**config.mk**
```make
export PLATFORM = sky130hd
export DESIGN_NAME = frame_packet_validator_crc32
export DESIGN_NICKNAME = d
export VERILOG_FILES = /design/src/hdl/fpv_pkg.sv /design/src/hdl/frame_packet_validator_crc32.sv
export SDC_FILE = /design/constraint.sdc
export NUM_CORES = 1
export LEC_CHECK = 0
export BUFFER_PORTS_ARGS = -buffer_cell sky130_fd_sc_hd__clkbuf_2
export CORE_ASPECT_RATIO = 2
export CORE_MARGIN = 3
export CORE_UTILIZATION = 62
export DETAILED_ROUTE_END_ITERATION = 7
export GPL_ROUTABILITY_DRIVEN = 0
export PLACE_DENSITY_LB_ADDON = 0.08
export SETUP_SLACK_MARGIN = 0.3
export SYNTH_ARGS = -nofsm -noshare
export SYNTH_HDL_FRONTEND = slang
export SYNTH_SLANG_ARGS = --single-unit
```
**constraint.sdc**
```tcl
create_clock -name clk -period 10.1 [get_ports clk]
set_input_delay 1.01 -clock clk [delete_from_list [all_inputs] [get_ports clk]]
set_output_delay 1.01 -clock clk [all_outputs]
set_load 0.005 [all_outputs]
```
**src/hdl/fpv_pkg.sv**
```systemverilog
// Package with constants, codes and the CRC-32 byte update for the frame packet validator.
`timescale 1ns / 1ps

package fpv_pkg;

    localparam int COUNT_BITS = 24;
    localparam int HDR_LEN = 24;
    localparam int HDR_IDX_W = $clog2(HDR_LEN);
    localparam int CMP_W = 33;

    localparam logic [31:0] CRC_POLY = 32'hEDB8_8320;
    localparam logic [31:0] CRC_INIT = 32'hFFFF_FFFF;

    localparam logic [7:0] MAGIC_0 = 8'h50;
    localparam logic [7:0] MAGIC_1 = 8'h44;
    localparam logic [7:0] MAGIC_2 = 8'h50;
    localparam logic [7:0] MAGIC_3 = 8'h53;

    localparam logic [7:0]  FORMAT_VERSION_RST = 8'd1;
    localparam logic [15:0] FRAME_WIDTH_RST = 16'd400;
    localparam logic [15:0] FRAME_HEIGHT_RST = 16'd240;
    localparam logic [22:0] PAYLOAD_LENGTH_RST = 23'd12000;

    localparam int ADDR_W = 4;

    localparam logic [1:0] REG_FORMAT_VERSION = 2'd0;
    localparam logic [1:0] REG_FRAME_WIDTH = 2'd1;
    localparam logic [1:0] REG_FRAME_HEIGHT = 2'd2;
    localparam logic [1:0] REG_PAYLOAD_LENGTH = 2'd3;

    typedef enum logic [2:0] {
        ST_OK,
        ST_SHORT,
        ST_MAGIC,
        ST_VERSION,
        ST_SHAPE,
        ST_LENGTH,
        ST_CRC
    } status_t;

    function automatic logic [31:0] crc32_byte(input logic [31:0] crc, input logic [7:0] data);
        logic [31:0] c;
        c = crc ^ {24'd0, data};
        for (int k = 0; k < 8; k++)
        begin
            c = (c >> 1) ^ (c[0] ? CRC_POLY : 32'd0);
        end
        return c;
    endfunction

endpackage

```
**src/hdl/frame_packet_validator_crc32.sv**
```systemverilog
// Top level of the frame packet validator: header capture, CRC-32 and result checks.
`timescale 1ns / 1ps

// The block takes one packet byte per cycle with no gaps between packets. Each byte
// updates the byte count and either the 24-byte header store (first 24 bytes) or the
// byte-wide CRC-32 (later bytes) in the cycle it is accepted; on the byte marked last,
// the header, length and CRC checks are worked out in that same cycle and the result
// appears in the output register on the next cycle. The rate is set by the single-stage
// byte-wide CRC update and check logic: one item is taken every cycle while the output
// side accepts results, and input keeps flowing while a result waits if taken in the same cycle.
module frame_packet_validator_crc32 (
    input  logic                         clk,
    input  logic                         rst_n,
    // s_tdata: data_byte [7:0]
    input  logic [7:0]                   s_tdata,
    input  logic                         s_tlast,
    input  logic                         s_tvalid,
    output logic                         s_tready,
    // m_tdata: status [2:0], revision [34:3], zero fill [39:35]
    output logic [39:0]                  m_tdata,
    output logic                         m_tvalid,
    input  logic                         m_tready,
    input  logic                         psel,
    input  logic                         penable,
    input  logic                         pwrite,
    input  logic [fpv_pkg::ADDR_W-1:0]   paddr,
    input  logic [31:0]                  pwdata,
    output logic [31:0]                  prdata,
    output logic                         pready
);
    import fpv_pkg::*;

    localparam logic [COUNT_BITS-1:0] COUNT_MAX = {COUNT_BITS{1'b1}};

    logic [7:0]            format_version_reg;
    logic [15:0]           frame_width_reg;
    logic [15:0]           frame_height_reg;
    logic [22:0]           payload_length_reg;

    logic [COUNT_BITS-1:0] count_reg;
    logic [COUNT_BITS-1:0] count_next;
    logic [31:0]           crc_reg;
    logic [31:0]           crc_next;
    logic [7:0]            hdr_reg [HDR_LEN];
    logic [7:0]            hdr_next [HDR_LEN];

    logic                  m_tvalid_reg;
    logic                  m_tvalid_next;
    status_t               status_reg;
    status_t               status_next;
    logic [31:0]           revision_reg;
    logic [31:0]           revision_next;

    logic                  in_accept;
    logic                  hdr_write;
    logic                  cfg_write;
    logic [CMP_W-1:0]      total_len;
    logic [CMP_W-1:0]      count_ext;

    assign pready = 1'b1;
    assign cfg_write = psel & penable & pwrite;

    always_ff @(posedge clk or negedge rst_n)
    begin
        if (!rst_n)
        begin
            format_version_reg <= FORMAT_VERSION_RST;
            frame_width_reg <= FRAME_WIDTH_RST;
            frame_height_reg <= FRAME_HEIGHT_RST;
            payload_length_reg <= PAYLOAD_LENGTH_RST;
        end
        else if (cfg_write)
        begin
            case (paddr[3:2])
                REG_FORMAT_VERSION: format_version_reg <= pwdata[7:0];
                REG_FRAME_WIDTH:    frame_width_reg <= pwdata[15:0];
                REG_FRAME_HEIGHT:   frame_height_reg <= pwdata[15:0];
                REG_PAYLOAD_LENGTH: payload_length_reg <= pwdata[22:0];
                default:            ;
            endcase
        end
    end

    always_comb
    begin
        case (paddr[3:2])
            REG_FORMAT_VERSION: prdata = {24'd0, format_version_reg};
            REG_FRAME_WIDTH:    prdata = {16'd0, frame_width_reg};
            REG_FRAME_HEIGHT:   prdata = {16'd0, frame_height_reg};
            REG_PAYLOAD_LENGTH: prdata = {9'd0, payload_length_reg};
            default:            prdata = 32'd0;
        endcase
    end

    assign s_tready = !m_tvalid_reg || m_tready;
    assign in_accept = s_tvalid && s_tready;
    assign hdr_write = (count_reg < COUNT_BITS'(HDR_LEN));

    // Per-item update of count, CRC and header as they stand after this byte.
    always_comb
    begin
        count_next = (count_reg != COUNT_MAX) ? count_reg + 1'b1 : count_reg;
        crc_next = hdr_write ? crc_reg : crc32_byte(crc_reg, s_tdata);
        for (int i = 0; i < HDR_LEN; i++)
        begin
            hdr_next[i] = (hdr_write && (count_reg[HDR_IDX_W-1:0] == HDR_IDX_W'(i)))
                          ? s_tdata : hdr_reg[i];
        end
    end

    assign total_len = CMP_W'(HDR_LEN) + CMP_W'(payload_length_reg);
    assign count_ext = CMP_W'(count_next);

    // The first failing check sets the status.
    always_comb
    begin
        if (count_next < COUNT_BITS'(HDR_LEN))
        begin
            status_next = ST_SHORT;
        end
        else if (hdr_next[0] != MAGIC_0 || hdr_next[1] != MAGIC_1 ||
                 hdr_next[2] != MAGIC_2 || hdr_next[3] != MAGIC_3)
        begin
            status_next = ST_MAGIC;
        end
        else if (hdr_next[4] != format_version_reg)
        begin
            status_next = ST_VERSION;
        end
        else if ({hdr_next[6], hdr_next[7]} != 16'(HDR_LEN) ||
                 {hdr_next[8], hdr_next[9]} != frame_width_reg ||
                 {hdr_next[10], hdr_next[11]} != frame_height_reg)
        begin
            status_next = ST_SHAPE;
        end
        else if ({hdr_next[16], hdr_next[17], hdr_next[18], hdr_next[19]} !=
                 {9'd0, payload_length_reg} ||
                 count_next == COUNT_MAX || count_ext != total_len)
        begin
            status_next = ST_LENGTH;
        end
        else if ((crc_next ^ CRC_INIT) !=
                 {hdr_next[20], hdr_next[21], hdr_next[22], hdr_next[23]})
        begin
            status_next = ST_CRC;
        end
        else
        begin
            status_next = ST_OK;
        end
        revision_next = (status_next == ST_OK)
                        ? {hdr_next[12], hdr_next[13], hdr_next[14], hdr_next[15]} : 32'd0;
    end

    always_comb
    begin
        if (in_accept && s_tlast)
        begin
            m_tvalid_next = 1'b1;
        end
        else if (m_tready)
        begin
            m_tvalid_next = 1'b0;
        end
        else
        begin
            m_tvalid_next = m_tvalid_reg;
        end
    end

    always_ff @(posedge clk or negedge rst_n)
    begin
        if (!rst_n)
        begin
            count_reg <= '0;
            crc_reg <= CRC_INIT;
            m_tvalid_reg <= 1'b0;
        end
        else
        begin
            m_tvalid_reg <= m_tvalid_next;
            if (in_accept)
            begin
                if (s_tlast)
                begin
                    count_reg <= '0;
                    crc_reg <= CRC_INIT;
                end
                else
                begin
                    count_reg <= count_next;
                    crc_reg <= crc_next;
                end
            end
        end
    end

    always_ff @(posedge clk)
    begin
        if (in_accept)
        begin
            for (int i = 0; i < HDR_LEN; i++)
            begin
                hdr_reg[i] <= hdr_next[i];
            end
            if (s_tlast)
            begin
                status_reg <= status_next;
                revision_reg <= revision_next;
            end
        end
    end

    assign m_tvalid = m_tvalid_reg;
    assign m_tdata = {5'd0, revision_reg, status_reg};

`ifndef NO_ASSERTIONS
    a_result_follows_last: assert property (@(posedge clk) disable iff (!rst_n)
        in_accept && s_tlast |=> m_tvalid)
        else $error("No result after the last byte of a packet.");

    a_state_cleared: assert property (@(posedge clk) disable iff (!rst_n)
        in_accept && s_tlast |=> count_reg == '0 && crc_reg == CRC_INIT)
        else $error("Packet state not cleared after a result.");

    a_revision_zero_on_error: assert property (@(posedge clk) disable iff (!rst_n)
        m_tvalid && m_tdata[2:0] != ST_OK |-> m_tdata[34:3] == 32'd0)
        else $error("Revision is not zero on an error status.");

    a_count_advances: assert property (@(posedge clk) disable iff (!rst_n)
        in_accept && !s_tlast && count_reg != COUNT_MAX |=> count_reg == $past(count_reg) + 1'b1)
        else $error("Byte count did not advance on an accepted item.");
`endif

endmodule

```
After elaboration in Yosys (flattened, before gate mapping)
Memory sizes are Yosys's and may differ from the RTL's.
Cells that the tools add are included.
- bits in registers: 155
- bits in latches: 0
- memory bits (writable): 192
- ROM bits: 0
- bits of input ports: 52
- output and inout bits: 75
- word-level logic and storage cells: 158
- memories kept: 1
- memory list (name ; words ; bits a word ; read ports ; clocked after memory_dff ; write ports ; line ; RTL):
    hdr_reg ; 24 ; 8 ; 23 ; 0 ; 24 ; frame_packet_validator_crc32.sv:44 ; logic [7:0] hdr_reg [HDR_LEN];
- $add $sub $neg: 2
- $mul: 0
- div/mod/pow operators: 0
- magnitude comparators: 2
- equality and inequality tests: 40
- shifts and indexed selects: 0
- mux-type cells: 47
- bitwise operators: 12
- reduce and logical (&&, ||, !) cells: 45
- operator list (operator ; count):
    $mux W32 ; 10
    $xor A31 B32 Y32 ; 8
    $mux W8 ; 24
    $pmux W32 S4 ; 1
    $lt A24 B5 Y1 const B ; 2
    $mux W24 ; 2
    $eq A5 B4 Y1 const B ; 8
    $eq A5 B5 Y1 const B ; 8
    $ne A16 B16 Y1 ; 2
    $ne A32 B23 Y1 ; 1
    $ne A32 B32 Y1 ; 1
    $ne A8 B7 Y1 const B ; 4
    $not A32 Y32 ; 1
    $xor A32 B8 Y32 ; 1
    $logic_and A1 B1 Y1 ; 26
    $add A24 B1 Y24 const B ; 1
    $add A5 B23 Y24 const A ; 1
    $eq A24 B24 Y1 const B ; 1
    $ne A24 B24 Y1 ; 1
    $ne A24 B24 Y1 const B ; 1
    $eq A5 B3 Y1 const B ; 4
    $mux W3 ; 6
    $ne A16 B5 Y1 const B ; 1
    $reduce_and A2 Y1 ; 6
    other kinds (14) ; 27

Depth between registers and ports, before layout
Gate-level depths: netlist of the first run.
- word-level depth: 27
- gate-level depth with buffers: 16
- mapped depth without buffers: 12

Worst setup path after synthesis of the first run
No wires, ideal clock.
- path kind: input port to flip-flop
- start point: input port m_tready
- end point: register revision_reg[0] (enable)
- setup time: 390 ps
- data arrival time: 8144 ps
- required time: 9710 ps
- slack: 1565 ps
- stages on the path: 7
- buffers on the path: 2
- cell sequence: nand2b_1 > nand2_1 > inv_1 > clkbuf_1 > clkbuf_1 > nand2_1 > inv_1
- cells in the longest elaborated chain, start to end: 3
- RTL lines (element ; line ; RTL):
    from (decl) ; frame_packet_validator_crc32.sv:22 ; input logic m_tready,
    $logic_or A1 B1 Y1 ; frame_packet_validator_crc32.sv:95 ; assign s_tready = !m_tvalid_reg || m_tready;
    $logic_and A1 B1 Y1 ; frame_packet_validator_crc32.sv:96 ; assign in_accept = s_tvalid && s_tready;
    named net in_accept ; frame_packet_validator_crc32.sv:54 ; logic in_accept;
    $reduce_and A2 Y1 (no line) ; - ;
    to (signal assigned) ; frame_packet_validator_crc32.sv:209 ; revision_reg <= revision_next;
    to (decl) ; frame_packet_validator_crc32.sv:51 ; logic [31:0] revision_reg;
The timed path passes the listed nets, and every way through them passes these cells.
A chain may end at the register's enable or synchronous reset.

Worst setup path in the final report of the first run
- start point: register count_reg[19]
- end point: register revision_reg[0], data pin
- cells in the longest elaborated chain, start to end: 12
- elaborated cells between the ends (all ways): 73
- those cells by class: add/sub: 1; order compare: 2; eq/ne: 13; mux: 28; bitwise: 1; reduce/logical: 28
- RTL lines (element ; line ; RTL):
    from (decl) ; frame_packet_validator_crc32.sv:40 ; logic [COUNT_BITS-1:0] count_reg;
    from (signal assigned) ; frame_packet_validator_crc32.sv:191 ; count_reg <= count_next;
    $lt A24 B5 Y1 ; frame_packet_validator_crc32.sv:97 ; assign hdr_write = (count_reg < COUNT_BITS'(HDR_LEN));
    $logic_and A1 B1 Y1 ; frame_packet_validator_crc32.sv:106 ; hdr_next[i] = (hdr_write && (count_reg[HDR_IDX_W-1:0] == HDR_IDX_W'(i)))
    $mux W8 ; frame_packet_validator_crc32.sv:107 ; ? s_tdata : hdr_reg[i];
    $ne A32 B23 Y1 ; frame_packet_validator_crc32.sv:136 ; else if ({hdr_next[16], hdr_next[17], hdr_next[18], hdr_next[19]} !=
    $logic_or A1 B1 Y1 ; frame_packet_validator_crc32.sv:137 ; {9'd0, payload_length_reg} ||
    $logic_or A1 B1 Y1 ; frame_packet_validator_crc32.sv:138 ; count_next == COUNT_MAX || count_ext != total_len)
    $mux W3 ; frame_packet_validator_crc32.sv:136 ;
    $mux W3 ; frame_packet_validator_crc32.sv:130 ; else if ({hdr_next[6], hdr_next[7]} != 16'(HDR_LEN) ||
    $mux W3 ; frame_packet_validator_crc32.sv:126 ; else if (hdr_next[4] != format_version_reg)
    $mux W3 ; frame_packet_validator_crc32.sv:121 ; else if (hdr_next[0] != MAGIC_0 || hdr_next[1] != MAGIC_1 ||
    $mux W3 ; frame_packet_validator_crc32.sv:117 ; if (count_next < COUNT_BITS'(HDR_LEN))
    $logic_not A3 Y1 ; frame_packet_validator_crc32.sv:151 ; revision_next = (status_next == ST_OK)
Several ways; a longest one is shown, not always the timed one.

==> metrics.yaml, run 1 <==
drt:
  via_per_inst: 6.70
  wl_per_cell_um: 26.6
  drt_iter0_drc: 1522
  routed_wirelength_um: 62900
  drc: 0
  ant_nets: 0
  drt_first_pass_iters: 6
  dr_total_vias: 15800
sta:
  slew_headroom_pct: 13.8
  slew_violations: 0
  fin_skew_ps: 16.9
  setup_viol: 0
  holdWs_ps: 519
  max_freq_ghz: 0.160
  post-route-min-period_ps: 6240
  hold_viol_final: 0
  worst_pin_slew_ps: 1280
  finalSetupTns_ps: 0
  rsz0062_at_grt: "no"
  period_share_pct: 61.8
global_route:
  grt_pass1_vias: 15800
  track_usage_pct: 35.8
  grt_overflow: 0
  grt_first_pass_wirelength_um: 94400
  grt_max_degree: 81
  antenna_found_initial: 0
die:
  io_pins: 127
  dieHeight_um: 262
  die-area_sq_mm: 0.0350
  die_w_um: 134
  initial_core_util_pct: 62.8
  core_area_sq_mm: 0.0322
  rows: 93
status:
  outcome: "complete, no violations"
clocking:
  htreeDepth: 2
  ctsHoldBuffers: 0
  cts_setup_buffers: 0
  clk_latency_ps: 540
  cts-root-buf: "clkbuf_16"
  cts.repair.resized: 0
  clk_pin_slew_worst_paths_ps: 70
  tritoncts: "yes"
  cts_buffer_depth: 3
  cts_buffers: 34
  cts_sinks: 339
pwr:
  swShare_pct: 29.2
  share_comb_of_total_power_pct: 19.1
  worst_ir_drop_vdd_mv: 0.177
  intPower_uw: 2780
  switching_power_uw: 1150
  power_frac_seq_pct: 46.2
  power_frac_clock_pct: 34.7
  leakagePower_uw: 0.00848
  power_density_mw_per_mm2: 177
logic_synthesis:
  synth.avg_cell_area_sq_um: 10.8
  synth_top_family_by_area: "simple AND/OR/NAND/NOR gates"
  synthAdderAreaFrac_pct: 0.371
  synth_edf_count: 219
  synth_area_sq_mm: 0.0203
  synth-seq-cells: 339
  synth_xor_xnor_area_share_pct: 9.63
  seq_area_frac_synth_pct: 47.6
  yosys.area_share.simple_pct: 15.9
  synth-compound-area-share_pct: 10.2
  ys.flop_type: "edfxtp_1"
  synth_mux_area_share_pct: 12.1
  synthDistinctLibCells: 79
  ys_warn_count: 0
  synth-async-reset-ratio_pct: 35.4
  syn_inst: 1873
flow_run:
  maxCapViolations: 0
worst_hold_path:
  min_path_type: "register to register"
placed_design:
  port_buffers: 100
  dp_hpwl_um: 43000
critical_path:
  crit_fanout: 32
  arrival_ps: 6650
  worstSetupPathType: "register to register"
  cp-start-kind: "register"
  crit_path_end_kind: "register"
  crit_required_ps: 10500
layout:
  area_growth_syn_to_layout_pct: 9.59
  nNetsFinal: 1968
  drive_gt1_share_pct: 23.9
  final_util_pct: 68.9
  largest_register_ff_count: 184
Yosys cell counts (all sizes together), types with 7 or more instances:
| cell | number | area [sq um] |
|---|---|---|
| a21oi | 83 | 415 |
| a22o | 9 | 78.8 |
| a2bb2oi | 7 | 61.3 |
| and2 | 8 | 50.1 |
| and3 | 36 | 225 |
| and4 | 14 | 123 |
| buf | 42 | 255 |
| clkbuf | 111 | 417 |
| dfrtp | 73 | 1830 |
| dfstp | 47 | 1230 |
| edfxtp | 219 | 6580 |
| inv | 40 | 150 |
| mux2 | 168 | 1900 |
| mux2i | 38 | 380 |
| mux4 | 8 | 180 |
| nand2 | 155 | 582 |
| nand2b | 18 | 113 |
| nand3 | 47 | 235 |
| nand3b | 10 | 75.1 |
| nand4 | 65 | 407 |
| nor2 | 87 | 327 |
| nor2b | 41 | 319 |
| nor3 | 34 | 170 |
| nor4 | 28 | 190 |
| o2111ai | 7 | 61.3 |
| o21a | 7 | 52.6 |
| o21ai | 106 | 531 |
| o22a | 9 | 78.8 |
| o22ai | 10 | 62.6 |
| o31ai | 25 | 188 |
| or3 | 11 | 68.8 |
| or4 | 10 | 75.1 |
| xnor2 | 120 | 1060 |
| xnor3 | 11 | 248 |
| xor2 | 60 | 526 |
path summary, 6_finish.rpt:
path | from | endpoint | slack (ps) | cells past startpoint
max | count_reg[19]$_DFFE_PN0P_ | revision_reg[0]$_SDFFCE_PP0P_ | 3860 | 10
min | crc_reg[7]$_DFFE_PN1P_ | crc_reg[7]$_DFFE_PN1P_ | 520 | 2
max reg2reg | count_reg[19]$_DFFE_PN0P_ | revision_reg[0]$_SDFFCE_PP0P_ | 3860 | 10
min reg2reg | crc_reg[7]$_DFFE_PN1P_ | crc_reg[7]$_DFFE_PN1P_ | 520 | 2
max in group asynchronous | rst_n | frame_height_reg[2]$_DFFE_PN0P_ | 8150 | 2
min in group asynchronous | rst_n | count_reg[15]$_DFFE_PN0P_ | 550 | 1
cells by family (layout without fill, tap and decap cells):
group,after synthesis,in the layout
flip-flops,339,339
AND/OR/NAND/NOR,595,595
buffers and inverters,194,243
XOR/XNOR,196,196
multiplexers,214,214
adder cells (fa/ha/maj),6,6
other,2,16
AO/OA/AOI/OAI,327,327
power groups by stage:
stage	registers, uW	logic, uW	clock network (uW)
floorplan	1750	548	0
global route	1820	803	1420
finish	1810	749	1360
CTS	1800	733	1380
global placement	1820	710	0
detailed placement	1830	727	0
worst max-delay path: stages (launching register included):
cell and delay, ps:
dfrtp_1 500, nor4_2 890, and3_1 810, nand4_1 610, mux2i_1 390, or3_1 420, or4_1 480, nor4_1 610
nand4_1 360, or3b_4 700, and2b_1 280
per-stage QoR:
step / cells / instance area, sq um / setup slack [ps] / total power (uW)
2_1_floorplan: 1886 / 20300 / 1570 / 2300
3_3_place_gp: 2301 / 21000 / 3850 / 2530
3_5_place_dp: 2301 / 21000 / 3810 / 2560
4_1_cts: 2362 / 22200 / 4040 / 3920
5_1_grt: 2362 / 22200 / 3680 / 4050
6_report: 2363 / 22200 / 3860 / 3920
placed cells by master, fill, tap and decap left out, types with 26 or more instances in the layout:
cell         n
edfxtp_1   219
mux2_2     167
nand2_1    155
xnor2_1    119
o21ai_0    106
clkbuf_2    99
nor2_1      86
a21oi_1     83
dfrtp_1     73
nand4_1     65
xor2_1      60
nand3_1     47
dfstp_2     47
buf_4       42
inv_1       38
mux2i_1     38
and3_1      36
clkbuf_16   36
nor3_1      31
nor4_1      26
area by class of cell:
type | instances | area [sq um]
repair buffers | 141 | 811
inverters | 41 | 161
well taps | 427 | 534
flip-flops and latches | 339 | 9640
fillers | 2512 | 10000
clock buffers | 41 | 940
multi-input cells | 1353 | 9870
clock inverters | 20 | 241
diodes | 1 | 2.50
per-layer routing:
layer / track usage, % / vias up / share of wire, % / wire length, um
met5: 0 / - / 0 / 0
met4: 29.1 / 0 / 10 / 6350
met3: 6.07 / 323 / 7.4 / 4640
met2: 60.7 / 907 / 49 / 31100
met1: 39.1 / 7635 / 33 / 20800
li1: - / 6971 / - / -
Note: power is estimated with default switching activity, not from simulation.
==> run 2, diff against run 1 <==
- ABC_AREA: default -> 1
- clock period: 10.1 -> 6 ns (I/O delays scaled with it)
==> run 2 against run 1 <==
- critical path depth grew 8
- worst setup slack lost 2600 ps
- register-to-register slack lost 2600 ps
- synthesized cell count grew 57%
- global-route usage grew 0.80 points
- largest power group unchanged
- highest routed layer unchanged
==> metrics.yaml, run 2 <==
sta:
  setup_viol: 0
  max_freq_ghz: 0.209
  finalSetupTns_ps: 0
  fin_skew_ps: 10.4
  hold_viol_final: 0
  period_share_pct: 79.6
  slew_headroom_pct: 19.1
  holdWs_ps: 145
  rsz0062_at_grt: "no"
  worst_pin_slew_ps: 1210
  slew_violations: 0
  post-route-min-period_ps: 4770
pwr:
  switching_power_uw: 1970
  share_comb_of_total_power_pct: 19.6
  leakagePower_uw: 0.0112
  power_frac_seq_pct: 47.0
  intPower_uw: 4310
  swShare_pct: 31.4
  worst_ir_drop_vdd_mv: 0.268
  power_frac_clock_pct: 33.4
  power_density_mw_per_mm2: 271
drt:
  drt_first_pass_iters: 6
  ant_nets: 0
  drc: 0
  drt_iter0_drc: 1691
  routed_wirelength_um: 67600
  via_per_inst: 5.80
  dr_total_vias: 20000
  wl_per_cell_um: 19.5
logic_synthesis:
  ys_warn_count: 0
  synthDistinctLibCells: 48
  yosysMostFrequentCell: "nand2_1"
  synthTopCellsByCount: "nand2_1, inv_1, nand3_1"
  synth.avg_cell_area_sq_um: 7.31
  ys.flop_type: "edfxtp_1"
  yosys.area.top_type: "edfxtp_1"
  synth_area_sq_mm: 0.0214
  syn_inst: 2933
  synthTopCellsByArea: "edfxtp_1, nand2_1, dfrtp_1"
  synth-async-reset-ratio_pct: 35.4
  synth_edf_count: 219
  seq_area_frac_synth_pct: 44.9
  synth-seq-cells: 339
  synth.top_cell.area_share_pct: 30.7
critical_path:
  worstSetupPathType: "register to register"
  r2r_setup_slack_ps: 1230
  crit_buf_inv: 1
  cp_cell_sequence: "nand2_1 > nor2_1 > nand2_4 > nor2_4 > nand2_1 > nand2_1 > nand3_1 > nand2_1 > nand2_1 > nor2_1 > nand2_1 > nor2_1 > nand3_1 > nor2_1 > nor2_2 > nand2_2 > buf_4 > nor3_1"
  crit_required_ps: 6320
  worst_r2r_path_depth: 18
  r2r-end: "revision_reg[31]$_SDFFCE_PP0P_"
  reg2reg_from: "count_reg[4]$_DFFE_PN0P_"
  crit_fanout: 32
  cp_slowest_cell: "dfrtp_1"
  crit_path_end_kind: "register"
  critical-path-max-stage-delay_ps: 820
  crit_path_frequent_cell: "nand2_1"
  arrival_ps: 5090
  critPathTopFamily: "simple AND/OR/NAND/NOR gates"
  cp-start-kind: "register"
layout:
  area_growth_syn_to_layout_pct: 8.21
  nNetsFinal: 3056
  final_cell_mix: "nand2_1, inv_1, nand3_1, nor2_1, edfxtp_1"
  largest_register_ff_count: 184
  seq_area_sq_mm: 0.00964
  n_antenna_cell: 0
  drive_gt1_share_pct: 10.7
  multi_input_area_sq_mm: 0.00963
  final_common_cell: "nand2_1"
  final.fill_count: 2989
placed_design:
  dp_hpwl_um: 48900
  port_buffers: 100
status:
  outcome: "complete, no violations"
clocking:
  clk_latency_ps: 590
  cts_buffer_depth: 3
  cts_setup_buffers: 0
  cts_sinks: 339
  cts_buffers: 31
  cts-root-buf: "clkbuf_16"
  tritoncts: "yes"
  htreeDepth: 1
  ctsHoldBuffers: 0
  clk_pin_slew_worst_paths_ps: 70
  cts.repair.resized: 0
die:
  die-area_sq_mm: 0.0370
  core_area_sq_mm: 0.0339
  initial_core_util_pct: 63.3
  die_w_um: 138
  io_pins: 127
  rows: 95
  dieHeight_um: 269
flow_run:
  maxCapViolations: 0
global_route:
  grt_first_pass_wirelength_um: 103000
  grt_max_degree: 139
  grt_pass1_vias: 19400
  grt_overflow: 0
  antenna_found_initial: 0
  track_usage_pct: 36.6
worst_hold_path:
  min_path_type: "input port to async pin"
[run 2: power groups by stage]
| stage | registers [uW] | logic, uW | clock network, uW |
|---|---|---|---|
| after global routing | 2970 | 1370 | 2210 |
| after CTS | 2950 | 1200 | 2110 |
| after detailed placement | 2990 | 1190 | 0 |
| after floorplan | 2920 | 856 | 0 |
| after global placement | 2980 | 1160 | 0 |
| final | 2950 | 1230 | 2100 |
[run 2: logic make-up (layout without fill, tap and decap cells)]
logic type               count (synthesis)  in the layout  share of synthesized area [%]
flip-flops                             339            339                           44.9
buffers and inverters                  525            601                           10.4
AND/OR/NAND/NOR                       1738           1738                           35.1
adder cells (fa/ha/maj)                  6              6                          0.350
other                                    2             15                         0.0350
XOR/XNOR                                52             52                           2.16
AO/OA/AOI/OAI                          271            271                           7.00
[run 2: area by class of cell]
cell class | count | area share (%)
clock inverter | 20 | 0.901
sequential | 339 | 41.5
timing repair buffer | 131 | 3.28
multi-input combinational | 2082 | 41.5
inverter | 413 | 6.71
tap | 436 | 2.35
clock buffer | 37 | 3.71
[run 2: worst register-to-register path, cell delays in order, from the launching register on]
cell and delay, ps:
dfrtp_1 820, nand2_1 220, nor2_1 230, nand2_4 130
nor2_4 190, nand2_1 600, nand2_1 460, nand3_1 110
nand2_1 150, nand2_1 70, nor2_1 350, nand2_1 110
nor2_1 110, nand3_1 130, nor2_1 160, nor2_2 60
nand2_2 50, buf_4 440, nor3_1 110
[run 2: worst max path at each step]
stage	end	slack (ps)	start	depth (start not counted)
after floorplan	hdr_reg[0][0]$_DFFE_PP_	1990	m_tready	6
after global placement	revision_reg[31]$_SDFFCE_PP0P_	1500	count_reg[0]$_DFFE_PN0P_	20
after detailed placement	revision_reg[21]$_SDFFCE_PP0P_	1480	count_reg[0]$_DFFE_PN0P_	20
after CTS	revision_reg[12]$_SDFFCE_PP0P_	1430	count_reg[7]$_DFFE_PN0P_	18
after global routing	revision_reg[0]$_SDFFCE_PP0P_	960	count_reg[0]$_DFFE_PN0P_	20
final	revision_reg[31]$_SDFFCE_PP0P_	1230	count_reg[4]$_DFFE_PN0P_	18
[run 2: per-layer routing]
layer | track usage (%) | up-vias | wire (um)
met2 | 62.4 | 999 | 33100
met5 | 0 | - | 0
met4 | 31.1 | 0 | 7070
li1 | - | 9498 | -
met3 | 4.16 | 353 | 5020
met1 | 39.8 | 9199 | 22400
[run 2: through the flow]
stage / std cells / util [%] / total power [uW] / worst slack, ps / instance area (sq um)
3_5_place_dp: 3401 / 65.3 / 4190 / 1480 / 22100
2_1_floorplan: 2946 / - / 3780 / 1990 / 21500
5_1_grt: 3458 / 68.5 / 6550 / 960 / 23200
6_report: 3458 / 68.5 / 6290 / 1230 / 23200
4_1_cts: 3458 / 68.5 / 6260 / 1430 / 23200
3_3_place_gp: 3401 / 65.3 / 4140 / 1500 / 22100
